[src/hdl/ntca_pkg.sv]
// Package for the NTC ADC-to-temperature converter.
// Holds the table constants, derived widths and the segment info type.
// No dependencies.
package ntca_pkg;

  localparam int TABLE_POINTS = 19;
  localparam int ADC_BITS     = 12;
  localparam int TEMP_W       = 11;
  localparam int SEG_N        = TABLE_POINTS - 1;
  localparam int SEG_W        = (SEG_N > 1) ? $clog2(SEG_N) : 1;

  typedef logic [ADC_BITS-1:0]      adc_t;
  typedef logic signed [TEMP_W-1:0] temp_t;

  localparam temp_t TEMP_TAB [TABLE_POINTS] = '{
    -11'sd50, 11'sd0,   11'sd50,  11'sd100, 11'sd150, 11'sd200, 11'sd250,
    11'sd300, 11'sd350, 11'sd400, 11'sd450, 11'sd500, 11'sd550, 11'sd600,
    11'sd650, 11'sd700, 11'sd750, 11'sd800, 11'sd850
  };

  localparam adc_t CODES_SUPPLY [TABLE_POINTS] = '{
    12'd716, 12'd571, 12'd458, 12'd370, 12'd300, 12'd246, 12'd202,
    12'd167, 12'd139, 12'd117, 12'd98,  12'd83,  12'd71,  12'd60,
    12'd52,  12'd45,  12'd39,  12'd33,  12'd29
  };

  localparam adc_t CODES_SERIES [TABLE_POINTS] = '{
    12'd1765, 12'd1448, 12'd1180, 12'd958, 12'd777, 12'd630, 12'd511,
    12'd416,  12'd340,  12'd279,  12'd229, 12'd190, 12'd158, 12'd132,
    12'd110,  12'd93,   12'd78,   12'd67,  12'd57
  };

  // Temperature points are evenly spaced.
  localparam int TEMP_STEP = 50;
  localparam int STEP_W    = $clog2(TEMP_STEP + 1);
  localparam int Q_W       = STEP_W;
  localparam int PROD_W    = ADC_BITS + STEP_W;
  // Reciprocal scale: exact floor for dividends below 2**PROD_W and
  // divisors below 2**ADC_BITS.
  localparam int RECIP_K   = PROD_W + ADC_BITS;
  localparam int RECIP_W   = RECIP_K + 1;
  localparam int MUL_W     = PROD_W + RECIP_W;

  typedef struct packed {
    logic             hot;
    logic             cold;
    logic [SEG_W-1:0] seg;
  } seg_info_t;

endpackage

[src/hdl/ntc_adc_to_temperature.sv]
// Top level of the NTC ADC-to-temperature converter: four-stage pipeline of
// segment search, constant multiply, reciprocal multiply and final add.
// Depends on ntca_pkg and ntca_seg_search.
//
//   channel  direction  ports                                  role
//   in       sink       in_valid, in_ready, in_adc_code        one ADC code per beat
//   out      source     out_valid, out_ready, out_temperature_tenths
//   cfg      sink       cfg_valid, cfg_ready, cfg_data         table select
//
// One beat enters per cycle while in_ready is high; out_valid rises once the
// beat has passed through the four register stages in order: search, scale,
// reciprocal multiply and final add.
// Reset clears all stage valid bits and selects the supply table.
// A stall on out holds each full stage; empty stages still fill, so in_ready
// drops only once all four stages hold a beat.
module ntc_adc_to_temperature (
  input  logic                        clk,
  input  logic                        rst_n,
  input  logic                        in_valid,
  output logic                        in_ready,
  input  logic [ntca_pkg::ADC_BITS-1:0] in_adc_code,
  output logic                        out_valid,
  input  logic                        out_ready,
  output logic signed [ntca_pkg::TEMP_W-1:0] out_temperature_tenths,
  input  logic                        cfg_valid,
  output logic                        cfg_ready,
  input  logic                        cfg_data
);

  localparam int SN = ntca_pkg::SEG_N;

  // Per-segment constants.
  ntca_pkg::adc_t                   hi_sup    [SN];
  ntca_pkg::adc_t                   hi_ser    [SN];
  ntca_pkg::temp_t                  base_tab  [SN];
  logic [ntca_pkg::RECIP_W-1:0]     recip_sup [SN];
  logic [ntca_pkg::RECIP_W-1:0]     recip_ser [SN];

  for (genvar s = 0; s < SN; s++) begin : g_seg
    localparam longint DSUP = longint'(ntca_pkg::CODES_SUPPLY[s]) -
                              longint'(ntca_pkg::CODES_SUPPLY[s+1]);
    localparam longint DSER = longint'(ntca_pkg::CODES_SERIES[s]) -
                              longint'(ntca_pkg::CODES_SERIES[s+1]);
    localparam longint DSUP1 = (DSUP > 0) ? DSUP : 1;
    localparam longint DSER1 = (DSER > 0) ? DSER : 1;
    localparam longint MSUP = ((longint'(1) <<< ntca_pkg::RECIP_K) + DSUP1 - 1) / DSUP1;
    localparam longint MSER = ((longint'(1) <<< ntca_pkg::RECIP_K) + DSER1 - 1) / DSER1;
    assign hi_sup[s]    = ntca_pkg::CODES_SUPPLY[s];
    assign hi_ser[s]    = ntca_pkg::CODES_SERIES[s];
    assign base_tab[s]  = ntca_pkg::TEMP_TAB[s];
    assign recip_sup[s] = MSUP[ntca_pkg::RECIP_W-1:0];
    assign recip_ser[s] = MSER[ntca_pkg::RECIP_W-1:0];
  end

  logic sel_r;

  // Stage A: code, select and segment info.
  logic                a_valid_r, a_valid_nxt;
  ntca_pkg::adc_t      a_code_r;
  logic                a_sel_r;
  ntca_pkg::seg_info_t a_info_r, a_info_nxt;

  // Stage B: scaled numerator, reciprocal and base temperature.
  logic                         b_valid_r, b_valid_nxt;
  logic [ntca_pkg::PROD_W-1:0]  b_prod_r, b_prod_nxt;
  logic [ntca_pkg::RECIP_W-1:0] b_recip_r, b_recip_nxt;
  ntca_pkg::temp_t              b_base_r, b_base_nxt;
  logic                         b_hot_r, b_cold_r;

  // Stage C: quotient.
  logic                        c_valid_r, c_valid_nxt;
  logic [ntca_pkg::Q_W-1:0]    c_q_r, c_q_nxt;
  ntca_pkg::temp_t             c_base_r;
  logic                        c_hot_r, c_cold_r;

  // Output stage.
  logic                        out_valid_r, out_valid_nxt;
  ntca_pkg::temp_t             out_temp_r, out_temp_nxt;

  logic out_free, c_free, b_free, a_free;
  ntca_pkg::adc_t              b_num;
  logic [ntca_pkg::MUL_W-1:0]  c_full;

  assign out_free = !out_valid_r || out_ready;
  assign c_free   = !c_valid_r || out_free;
  assign b_free   = !b_valid_r || c_free;
  assign a_free   = !a_valid_r || b_free;

  assign in_ready               = a_free;
  assign cfg_ready              = 1'b1;
  assign out_valid              = out_valid_r;
  assign out_temperature_tenths = out_temp_r;

  ntca_seg_search u_seg_search (
    .code (in_adc_code),
    .sel  (sel_r),
    .info (a_info_nxt)
  );

  always_comb begin
    a_valid_nxt   = in_valid;
    b_valid_nxt   = a_valid_r;
    c_valid_nxt   = b_valid_r;
    out_valid_nxt = c_valid_r;

    b_num       = (a_sel_r ? hi_ser[a_info_r.seg] : hi_sup[a_info_r.seg]) - a_code_r;
    b_prod_nxt  = ntca_pkg::PROD_W'(b_num) * ntca_pkg::PROD_W'(ntca_pkg::TEMP_STEP);
    b_recip_nxt = a_sel_r ? recip_ser[a_info_r.seg] : recip_sup[a_info_r.seg];
    b_base_nxt  = base_tab[a_info_r.seg];

    c_full  = ntca_pkg::MUL_W'(b_prod_r) * ntca_pkg::MUL_W'(b_recip_r);
    c_q_nxt = c_full[ntca_pkg::RECIP_K +: ntca_pkg::Q_W];

    priority if (c_hot_r) begin
      out_temp_nxt = ntca_pkg::TEMP_TAB[ntca_pkg::TABLE_POINTS-1];
    end else if (c_cold_r) begin
      out_temp_nxt = ntca_pkg::TEMP_TAB[0];
    end else begin
      out_temp_nxt = c_base_r +
                     $signed({{(ntca_pkg::TEMP_W-ntca_pkg::Q_W){1'b0}}, c_q_r});
    end
  end

  always_ff @(posedge clk) begin
    if (!rst_n) begin
      sel_r       <= 1'b0;
      a_valid_r   <= 1'b0;
      b_valid_r   <= 1'b0;
      c_valid_r   <= 1'b0;
      out_valid_r <= 1'b0;
    end else begin
      if (cfg_valid && cfg_ready) begin
        sel_r <= cfg_data;
      end
      if (a_free) begin
        a_valid_r <= a_valid_nxt;
      end
      if (b_free) begin
        b_valid_r <= b_valid_nxt;
      end
      if (c_free) begin
        c_valid_r <= c_valid_nxt;
      end
      if (out_free) begin
        out_valid_r <= out_valid_nxt;
      end
    end
  end

  always_ff @(posedge clk) begin
    if (a_free && in_valid) begin
      a_code_r <= in_adc_code;
      a_sel_r  <= sel_r;
      a_info_r <= a_info_nxt;
    end
    if (b_free && a_valid_r) begin
      b_prod_r  <= b_prod_nxt;
      b_recip_r <= b_recip_nxt;
      b_base_r  <= b_base_nxt;
      b_hot_r   <= a_info_r.hot;
      b_cold_r  <= a_info_r.cold;
    end
    if (c_free && b_valid_r) begin
      c_q_r    <= c_q_nxt;
      c_base_r <= b_base_r;
      c_hot_r  <= b_hot_r;
      c_cold_r <= b_cold_r;
    end
    if (out_free && c_valid_r) begin
      out_temp_r <= out_temp_nxt;
    end
  end

  a_range: assert property (@(posedge clk) disable iff (!rst_n)
    out_valid_r |-> (out_temp_r >= ntca_pkg::TEMP_TAB[0]) &&
                    (out_temp_r <= ntca_pkg::TEMP_TAB[ntca_pkg::TABLE_POINTS-1]))
    else $error("result outside the table temperature range");

  a_quot: assert property (@(posedge clk) disable iff (!rst_n)
    (c_valid_r && !c_hot_r && !c_cold_r) |->
      (int'(c_q_r) <= ntca_pkg::TEMP_STEP))
    else $error("interpolation quotient exceeds one temperature step");

  a_full: assert property (@(posedge clk) disable iff (!rst_n)
    !in_ready |-> (a_valid_r && b_valid_r && c_valid_r && out_valid_r))
    else $error("input stalled while a pipeline stage is empty");

  a_rst: assert property (@(posedge clk)
    !rst_n |=> (!out_valid_r && !a_valid_r))
    else $error("valid bits not cleared by reset");

endmodule

[src/hdl/ntca_seg_search.sv]
// Segment search for the NTC converter: compares the code against every
// point of the selected table and finds the bracketing segment.
// Depends on ntca_pkg.
module ntca_seg_search (
  input  ntca_pkg::adc_t      code,
  input  logic                sel,
  output ntca_pkg::seg_info_t info
);

  ntca_pkg::adc_t tab [ntca_pkg::TABLE_POINTS];

  always_comb begin
    for (int i = 0; i < ntca_pkg::TABLE_POINTS; i++) begin
      tab[i] = sel ? ntca_pkg::CODES_SERIES[i] : ntca_pkg::CODES_SUPPLY[i];
    end
  end

  always_comb begin
    info.hot  = (code <= tab[ntca_pkg::TABLE_POINTS-1]);
    info.cold = (code >= tab[0]);
    info.seg  = '0;
    for (int i = 1; i < ntca_pkg::TABLE_POINTS - 1; i++) begin
      if (tab[i] > code) begin
        info.seg = ntca_pkg::SEG_W'(i);
      end
    end
  end

endmodule

[config.mk]
export PLATFORM = sky130hd
export DESIGN_NAME = ntc_adc_to_temperature
export DESIGN_NICKNAME = d
export VERILOG_FILES = /design/src/hdl/ntca_pkg.sv /design/src/hdl/ntc_adc_to_temperature.sv /design/src/hdl/ntca_seg_search.sv
export SDC_FILE = /design/constraint.sdc
export NUM_CORES = 1
export LEC_CHECK = 0
export ABC_AREA = 1
export BUFFER_PORTS_ARGS = -buffer_cell sky130_fd_sc_hd__clkbuf_2
export CORE_ASPECT_RATIO = 0.9
export CORE_MARGIN = 8
export CORE_UTILIZATION = 30
export DETAILED_ROUTE_END_ITERATION = 7
export GPL_TIMING_DRIVEN = 0
export HOLD_SLACK_MARGIN = 0.1
export PLACE_DENSITY = 0.45
export SETUP_SLACK_MARGIN = 0.3
export SLEW_MARGIN = 20
export SYNTH_ARGS = -nofsm -noshare
export SYNTH_HDL_FRONTEND = slang
export SYNTH_SLANG_ARGS = --single-unit
[constraint.sdc]
create_clock -name clk -period 13.1 [get_ports clk]
set_input_delay 1.31 -clock clk [delete_from_list [all_inputs] [get_ports clk]]
set_output_delay 1.31 -clock clk [all_outputs]
set_load 0.05 [all_outputs]
**After elaboration in Yosys (flattened, before gate mapping)**

Memory sizes are Yosys's and may differ from the RTL's. A register that Yosys moved wholly into a read port is not among the register bits.
Cells that the tools add are included.

- Add/sub/neg operators: 2
- $mul: 2
- Magnitude comparators: 20
- Bitwise operators: 1
- Reduce and logical (&&, ||, !) cells: 14
- Muxes and demuxes: 46

Operators by type and width:

| kind | count |
|---|---|
| $gt 12x12->1 | 17 |
| $mux 31 | 5 |
| $mux 12 | 5 |
| $mux 11 | 4 |
| $mux 9 | 4 |
| $mul 17x31->35 | 1 |
| $mux 4 | 8 |
| $mux 8 | 4 |
| $mux 10 | 3 |
| $mux 7 | 4 |
| $mul 12x5->17 const B | 1 |
| $ge 12x12->1 | 1 |
| $le 12x12->1 | 1 |
| $mux 3 | 4 |
| $sub 12x12->12 | 1 |
| $add 11x7->11 | 1 |
| $ge 6x6->1 const B | 1 |
| $mux 6 | 1 |
| $not 5->6 | 1 |
| $logic_and 1x1->1 | 4 |
| $logic_not 1->1 | 4 |
| $logic_or 1x1->1 | 4 |
| $mux 2 | 2 |
| $reduce_or 2->1 | 2 |
| $mux 1 | 2 |

- Bits in read-only memories: 3104
- Output and inout bits: 14
- Memories kept: 5
- Logic and storage cells: 111
- Register bits after elaboration: 105

Memories:

| name | depth | bits a word | read ports | clocked after memory_dff | write ports | line | source |
|---|---|---|---|---|---|---|---|
| (name not given) | 32 | 31 | 1 | 0 | 0 | ntc_adc_to_temperature.sv:108 | `b_recip_nxt = a_sel_r ? recip_ser[a_info_r.seg] : recip_sup[a_info_r.seg];` |
| (name not given) | 32 | 31 | 1 | 0 | 0 | ntc_adc_to_temperature.sv:108 |  |
| (name not given) | 32 | 12 | 1 | 0 | 0 | ntc_adc_to_temperature.sv:106 | `b_num = (a_sel_r ? hi_ser[a_info_r.seg] : hi_sup[a_info_r.seg]) - a_code_r;` |
| (name not given) | 32 | 12 | 1 | 0 | 0 | ntc_adc_to_temperature.sv:106 |  |
| (name not given) | 32 | 11 | 1 | 1 | 0 | ntc_adc_to_temperature.sv:109 | `b_base_nxt = base_tab[a_info_r.seg];` |

**Logic depth before layout (Yosys ltp)**

Gate-level depths: netlist of run 1.

- Depth after elaboration: 18
- Mapped depth: 37
- Mapped depth without buffers: 36

**Modules after synthesis**

Synthesis of run 1 repeated with hierarchy kept, for this count alone.

- Cell total of the unflattened synthesis: 2939
- Area total of the unflattened synthesis: 22571.6 um2

By module, submodules not included:

| module | instances | cells an instance | sequential area each (um2) | area an instance (um2) |
|---|---|---|---|---|
| ntc_adc_to_temperature | 1 | 2623 | 3313.2 | 20837.5 |
| ntca_seg_search | 1 | 316 | 0.0 | 1734.2 |

**Worst setup path before layout of run 1**

No wires, ideal clock.

- Path kind: register -> register
- Start point: reg b_prod_r[3] (netlist bit)
- End point: reg c_q_r[5] (netlist bit), data pin
- Library setup time: 0.262 ns
- Data arrival time: 5.536 ns
- Path buffers: 2
- Clock period less this slack: 5.798 ns
- Cell stages (with the launch flop): 26
- Path slack: 7.302 ns
- Cells stage by stage: edfxtp_1 clkbuf_1 clkbuf_1 nand2_1 fa_1 inv_1 fa_1 inv_1 fa_1 inv_1 fa_1 fa_1 inv_1 fa_1 inv_1 ha_1 nand2_1 nor2_1 inv_1 nor2_1 inv_1 nor2_1 a211oi_1 o221ai_1 a21oi_1 xor2_1

- Word-level cells in the longest chain between the ends: 1

Ends and longest elaborated chain:

| item | line | source |
|---|---|---|
| start, declared | ntc_adc_to_temperature.sv:65 | `logic [ntca_pkg::PROD_W-1:0] b_prod_r, b_prod_nxt;` |
| start signal, assigned | ntc_adc_to_temperature.sv:157 | `b_prod_r <= b_prod_nxt;` |
| $mul 17x31->35 | ntc_adc_to_temperature.sv:111 | `c_full = ntca_pkg::MUL_W'(b_prod_r) * ntca_pkg::MUL_W'(b_recip_r);` |
| named net c_full, one bit | ntc_adc_to_temperature.sv:82 | `logic [ntca_pkg::MUL_W-1:0] c_full;` |
| end signal, assigned | ntc_adc_to_temperature.sv:164 | `c_q_r <= c_q_nxt;` |
| end, declared | ntc_adc_to_temperature.sv:72 | `logic [ntca_pkg::Q_W-1:0] c_q_r, c_q_nxt;` |

The timed path passes the listed nets, and every way through them passes these cells.
A chain may end at the register's enable or synchronous reset.

**Final worst setup path of run 1**

- Start point: reg b_prod_r[5] (netlist bit)
- End point: reg c_q_r[0] (netlist bit), data pin

Same word-level chain as after synthesis.

==> impl_metrics.json, run 1 <==
{
  "overflow": 0,
  "die_h_um": 272,
  "fin_nets": 3374,
  "holdWs_ns": 0.424,
  "clock.fmax_ghz": 0.127,
  "synth-warning-count": 0,
  "syn-cell-area_um2": 21900,
  "avgSynthCellArea_um2": 7.85,
  "core.rowCount": 94,
  "slew_headroom_pct": 17.2,
  "drv_slew": 0,
  "slowest_stage": "buf_1",
  "post-route-period-util_pct": 60.3,
  "fillers": 7799,
  "tns_ns": 0,
  "cts_buffers": 9,
  "tightest_slew_ns": 1.23,
  "ys_ff_latch": 112,
  "critPathCaptureType": "flop",
  "io_pins": 32,
  "synth_nets": 3331,
  "grt_max_degree": 43,
  "synth-async-reset-ratio_pct": 0,
  "fin_area_um2": 23600,
  "antennaDiodeCount": 0,
  "finClkSkew_ns": 0.0133,
  "grt_pass1_wl_um": 118000,
  "grt_pass1_vias": 18900,
  "antenna_found_initial": 4,
  "synth_enable_flop_cells": 107,
  "worstSetupPathType": "reg -> reg",
  "cts_sinks": 112,
  "critPathLaunchType": "flop",
  "wire_per_inst_um": 20.3,
  "drive_above_1_share_pct": 3.85,
  "synthTopCellsByCount": "inv_1, nand2_1, fa_1",
  "drv_cap": 0,
  "ys_seq_area_share_pct": 15.2,
  "synth_cells": 2782,
  "root_buffer": "clkbuf_16",
  "min_period_ns": 7.90,
  "rsz0062_at_grt": "no",
  "synth.distinct_cells": 67,
  "slowest_delay_ns": 0.82,
  "clk_latency_ns": 0.39,
  "r2r_cells": 21,
  "placed_cell_area_um2": 23200,
  "cts_tree": "yes",
  "worstReg2RegStart": "b_prod_r[5]",
  "synth.most_common_cell": "inv_1",
  "r2r-end": "c_q_r[0]",
  "firstDrtPassIters": 5,
  "finalWirelength_um": 76900,
  "route.detailed.drc": 0,
  "holdCritPathClass": "reg -> reg",
  "drtIter0Drc": 1451,
  "post_cts_resize_count": 0,
  "required_ns": 13.19,
  "hold_start": "b_base_r[3]",
  "r2r_slack_ns": 5.20,
  "area_growth_pct": 7.87,
  "synth_area_leaders": "fa_1, edfxtp_1, inv_1",
  "clk_pin_slew_ns": 0.09,
  "final-hold-violation-count": 0,
  "crit_fanout": 10,
  "setup_viol": 0,
  "post_cts_buffers": 0,
  "crit_top_cell": "fa_1",
  "finish.utilization_pct": 32.5,
  "start_util_pct": 30.1,
  "clockBufferDepth": 2,
  "grtUsageTotal_pct": 19.0,
  "die_w_um": 300,
  "gp_congestion": 0.942,
  "postCtsHoldBufs": 0,
  "min_to": "c_base_r[3]",
  "dp.final_hpwl_um": 64100,
  "h-tree-depth": 3,
  "synthFlopType": "edfxtp_1",
  "num_vias": 18100,
  "holdPathStages": 0,
  "netlist.area_leader.share_pct": 32.9,
  "vias_per_cell": 4.77,
  "cp_data_arrival_time_ns": 7.99,
  "critical_path.cell_chain": "clkbuf_1 -> buf_1 -> nand2_1 -> fa_1 -> fa_1 -> fa_1 -> fa_1 -> inv_1 -> fa_1 -> inv_1 -> fa_1 -> inv_1 -> ha_1 -> nand4_1 -> nor4_1 -> o211ai_1 -> o21bai_1 -> a21oi_1 -> nor2_1 -> nor2_1 -> xnor2_1",
  "yosysTopAreaCell": "fa_1",
  "drtAntennaViolNets": 0,
  "coreArea_um2": 72600,
  "die_area_um2": 81700,
  "status": "finished clean",
  "io_buffers": 30
}
## through the flow
step / setup slack [ns] / cells
after floorplan: 7.30 / 2782
after global placement: 5.08 / 3772
after detailed placement: 4.99 / 3774
after CTS: 4.98 / 3790
after global routing: 4.85 / 3790
final: 5.20 / 3790
## worst max-delay path, delay by kind of cell (launching register included)
| kind | cells | cell delay [ns] |
|---|---|---|
| buffers and inverters | 5 | 1.68 |
| AOI/OAI and AO/OA | 3 | 0.74 |
| adders and majority gates | 7 | 3.32 |
| and+or+nand+nor | 5 | 0.89 |
| xor gates and xnor gates | 1 | 0.62 |
| DFF | 1 | 0.34 |
## cell usage in the layout (no fill, tap or decap), types with 11 or more instances in the layout
master and n:
nand4_1 11, clkbuf_2 30, xnor2_1 17, inv_2 13
buf_1 12, inv_1 760, edfxtp_1 107, nor2_1 123
fa_1 359, clkbuf_1 97, nand2_1 663, a21oi_1 101
nand3_1 62, nor3_1 25, xor2_1 33, a31oi_1 11
ha_1 172, o21ai_0 68
## flip-flops by register name, indices dropped and copies added (netlist names)
register / cells
b_base_r: 10
a_info_r: 7
a_code_r: 12
out_valid: 1
b_valid_r: 1
c_valid_r: 1
c_base_r: 10
b_recip_r: 29
b_prod_r: 17
a_sel_r: 1
b_cold_r: 1
c_q_r: 6
a_valid_r: 1
out_temperature_tenths: 11
c_cold_r: 1
c_hot_r: 1
sel_r: 1
b_hot_r: 1
## area by class of cell
type                    count  area (µm²)  area share [%]
repair buffers             32         181           0.770
inverters                 777        2920            12.4
well taps                 960        1200            5.10
plain buffers             124         504            2.14
clock inverters             7         108           0.456
clock buffers               9         225           0.955
flip-flops and latches    112        3310            14.1
multi-input cells        1769       15100            64.1
## cells by family after synthesis
kind of cell	count (synthesis)	synth area share, %
AOI/OAI and AO/OA	271	7.45
xor gates and xnor gates	50	2.00
adders and majority gates	531	42.7
buffers and inverters	901	15.7
DFF	112	15.2
other	1	0.0172
and+or+nand+nor	916	17.0
## worst max path at each step
stage / startpoint / to / cells past startpoint
final: b_prod_r[5] / c_q_r[0] / 21
after global routing: b_prod_r[5] / c_q_r[0] / 21
after CTS: b_prod_r[5] / c_q_r[0] / 21
after detailed placement: b_prod_r[5] / c_q_r[0] / 21
after global placement: b_prod_r[5] / c_q_r[0] / 21
after floorplan: b_prod_r[3] / c_q_r[5] / 25
## routing by layer
metal	routed length [µm]	track usage, %	up-vias
li1	-	-	8336
met1	36400	27.4	9138
met2	35000	30.7	514
met3	4050	2.06	87
met4	1540	3.61	0
met5	0	0	-
Power of run 1 is not shown: default switching activity piles up to over one toggle a cycle in this logic, so the estimate is an artifact.
==> inputs of run 2 (changes only) <==
clock period = 7.6 ns   (was 13.1 ns; I/O delays follow)
==> run 2 against run 1 <==
Effect of this change: worst hold slack barely moved; design area rose by 0.47%; via count down 0.66%; cell count is essentially flat; clock skew fell by 0.0016 ns; critical path depth did not move; count of clock-buffer cells in the layout stayed put; non-clock buffer count down 1; register-to-register slack worse by 4.7 ns; core utilization is 0.15 points higher; fmax grew 11%; die area unchanged; critical path type unchanged; critical endpoint is now c_q_r[5].
==> impl_metrics.json, run 2 (same netlist as run 1, synthesis figures left out) <==
{
  "firstDrtPassIters": 8,
  "io_buffers": 30,
  "hold_start": "b_base_r[3]",
  "critPathLaunchType": "flop",
  "clock.fmax_ghz": 0.141,
  "slew_headroom_pct": 19.2,
  "dp.final_hpwl_um": 64100,
  "finalWirelength_um": 77000,
  "grtUsageTotal_pct": 19.0,
  "final-hold-violation-count": 0,
  "h-tree-depth": 3,
  "rsz0062_at_grt": "yes",
  "root_buffer": "clkbuf_16",
  "coreArea_um2": 72600,
  "drtAntennaViolNets": 0,
  "largest_register_ffs": 29,
  "fillers": 7784,
  "grt_pass1_wl_um": 118000,
  "die_h_um": 272,
  "clk_latency_ns": 0.39,
  "min_period_ns": 7.10,
  "status": "finished clean",
  "cts_tree": "yes",
  "required_ns": 7.76,
  "drive_above_1_share_pct": 5.59,
  "antennaDiodeCount": 0,
  "antenna_found_initial": 5,
  "fin_nets": 3373,
  "io_pins": 32,
  "route.detailed.drc": 0,
  "gp_congestion": 0.942,
  "overflow": 0,
  "die_w_um": 300,
  "area_growth_pct": 8.38,
  "post-route-period-util_pct": 93.4,
  "drv_slew": 0,
  "cts_buffers": 9,
  "clk_pin_slew_ns": 0.09,
  "grt_max_degree": 43,
  "start_util_pct": 30.1,
  "finClkSkew_ns": 0.0117,
  "num_vias": 18000,
  "cp_data_arrival_time_ns": 7.26,
  "largest_register": "b_recip_r",
  "critPathCaptureType": "flop",
  "grt_pass1_vias": 18900,
  "clockBufferDepth": 2,
  "crit_fanout": 10,
  "final_common_cell": "inv_1",
  "drv_cap": 0,
  "wire_per_inst_um": 20.3,
  "die_area_um2": 81700,
  "tightest_slew_ns": 1.20,
  "layout_common_cells": "inv_1, nand2_1, fa_1",
  "worstSetupPathType": "reg -> reg",
  "holdCritPathClass": "reg -> reg",
  "drtIter0Drc": 1298,
  "worstReg2RegStart": "b_prod_r[9]",
  "cp-startpoint": "b_prod_r[9]",
  "setup_viol": 0,
  "fin_area_um2": 23700,
  "reg.largest.list": "b_recip_r: 29 flops, b_prod_r: 17 flops, a_code_r: 12 flops",
  "cts_sinks": 112,
  "vias_per_cell": 4.74,
  "core.rowCount": 94,
  "placed_cell_area_um2": 23200
}
## run 2: final timing paths
kind | end | slack (ns) | cells past startpoint
worst max-delay path | c_q_r[5] | 0.50 | 21
worst min-delay path | c_base_r[3] | 0.42 | 0
worst max register to register | c_q_r[5] | 0.50 | 21
worst min register to register | c_base_r[3] | 0.42 | 0
## run 2: layout make-up
| class | count | area, µm² | share of cell area [%] |
|---|---|---|---|
| Tap cell | 960 | 1200 | 5.07 |
| Buffer | 123 | 564 | 2.38 |
| Inverter | 777 | 2920 | 12.3 |
| Multi-Input combinational cell | 1769 | 15200 | 64.0 |
| Clock inverter | 7 | 108 | 0.454 |
| Clock buffer | 9 | 225 | 0.951 |
| Timing Repair Buffer | 32 | 181 | 0.766 |
| Sequential cell | 112 | 3310 | 14.0 |
## run 2: through the flow
stage / setup TNS, ns / hold WS [ns] / util, % / setup slack, ns / instances
after floorplan: 0 / 0.400 / - / 1.80 / 2782
after global placement: -1.17 / 0.402 / 32.0 / -0.415 / 3772
after detailed placement: -1.61 / 0.406 / 32.0 / -0.514 / 3774
after CTS: 0 / 0.427 / 32.5 / 0.303 / 3790
after global routing: 0 / 0.435 / 32.6 / 0.279 / 3789
final: 0 / 0.424 / 32.6 / 0.499 / 3789
## run 2: metal layers
layer	routed length, µm	up-vias	GRT usage, %	part of all wire (%)
li1	-	8326	-	-
met2	35000	515	30.5	45
met4	1540	0	4.03	2.0
met1	36000	9045	27.3	47
met3	4470	70	2.11	5.8
met5	0	-	0	0
## run 2: timing repair
| action | in CTS | in global routing |
|---|---|---|
| gates resized for setup | 18 | 64 |
| setup endpoints to repair | 6 | 11 |
| pin swaps | 0 | 1 |
| cloned | 0 | 0 |
| hold buffers | 0 | 0 |
| setup buffers | 0 | 0 |
## run 2: critical path, cell delays in order (launching register included)
cell	delay, ns
edfxtp_1	0.32
buf_2	0.34
buf_1	0.57
nand2_1	0.17
fa_1	0.57
inv_1	0.06
fa_1	0.48
fa_1	0.59
fa_1	0.45
fa_1	0.55
inv_1	0.06
fa_1	0.53
inv_1	0.04
ha_1	0.32
a21oi_1	0.14
o21ai_0	0.10
inv_1	0.06
o21ai_0	0.18
a211oi_1	0.33
o221ai_1	0.17
a21oi_1	0.40
xor2_1	0.41
Power of run 2 is left out for the same reason.
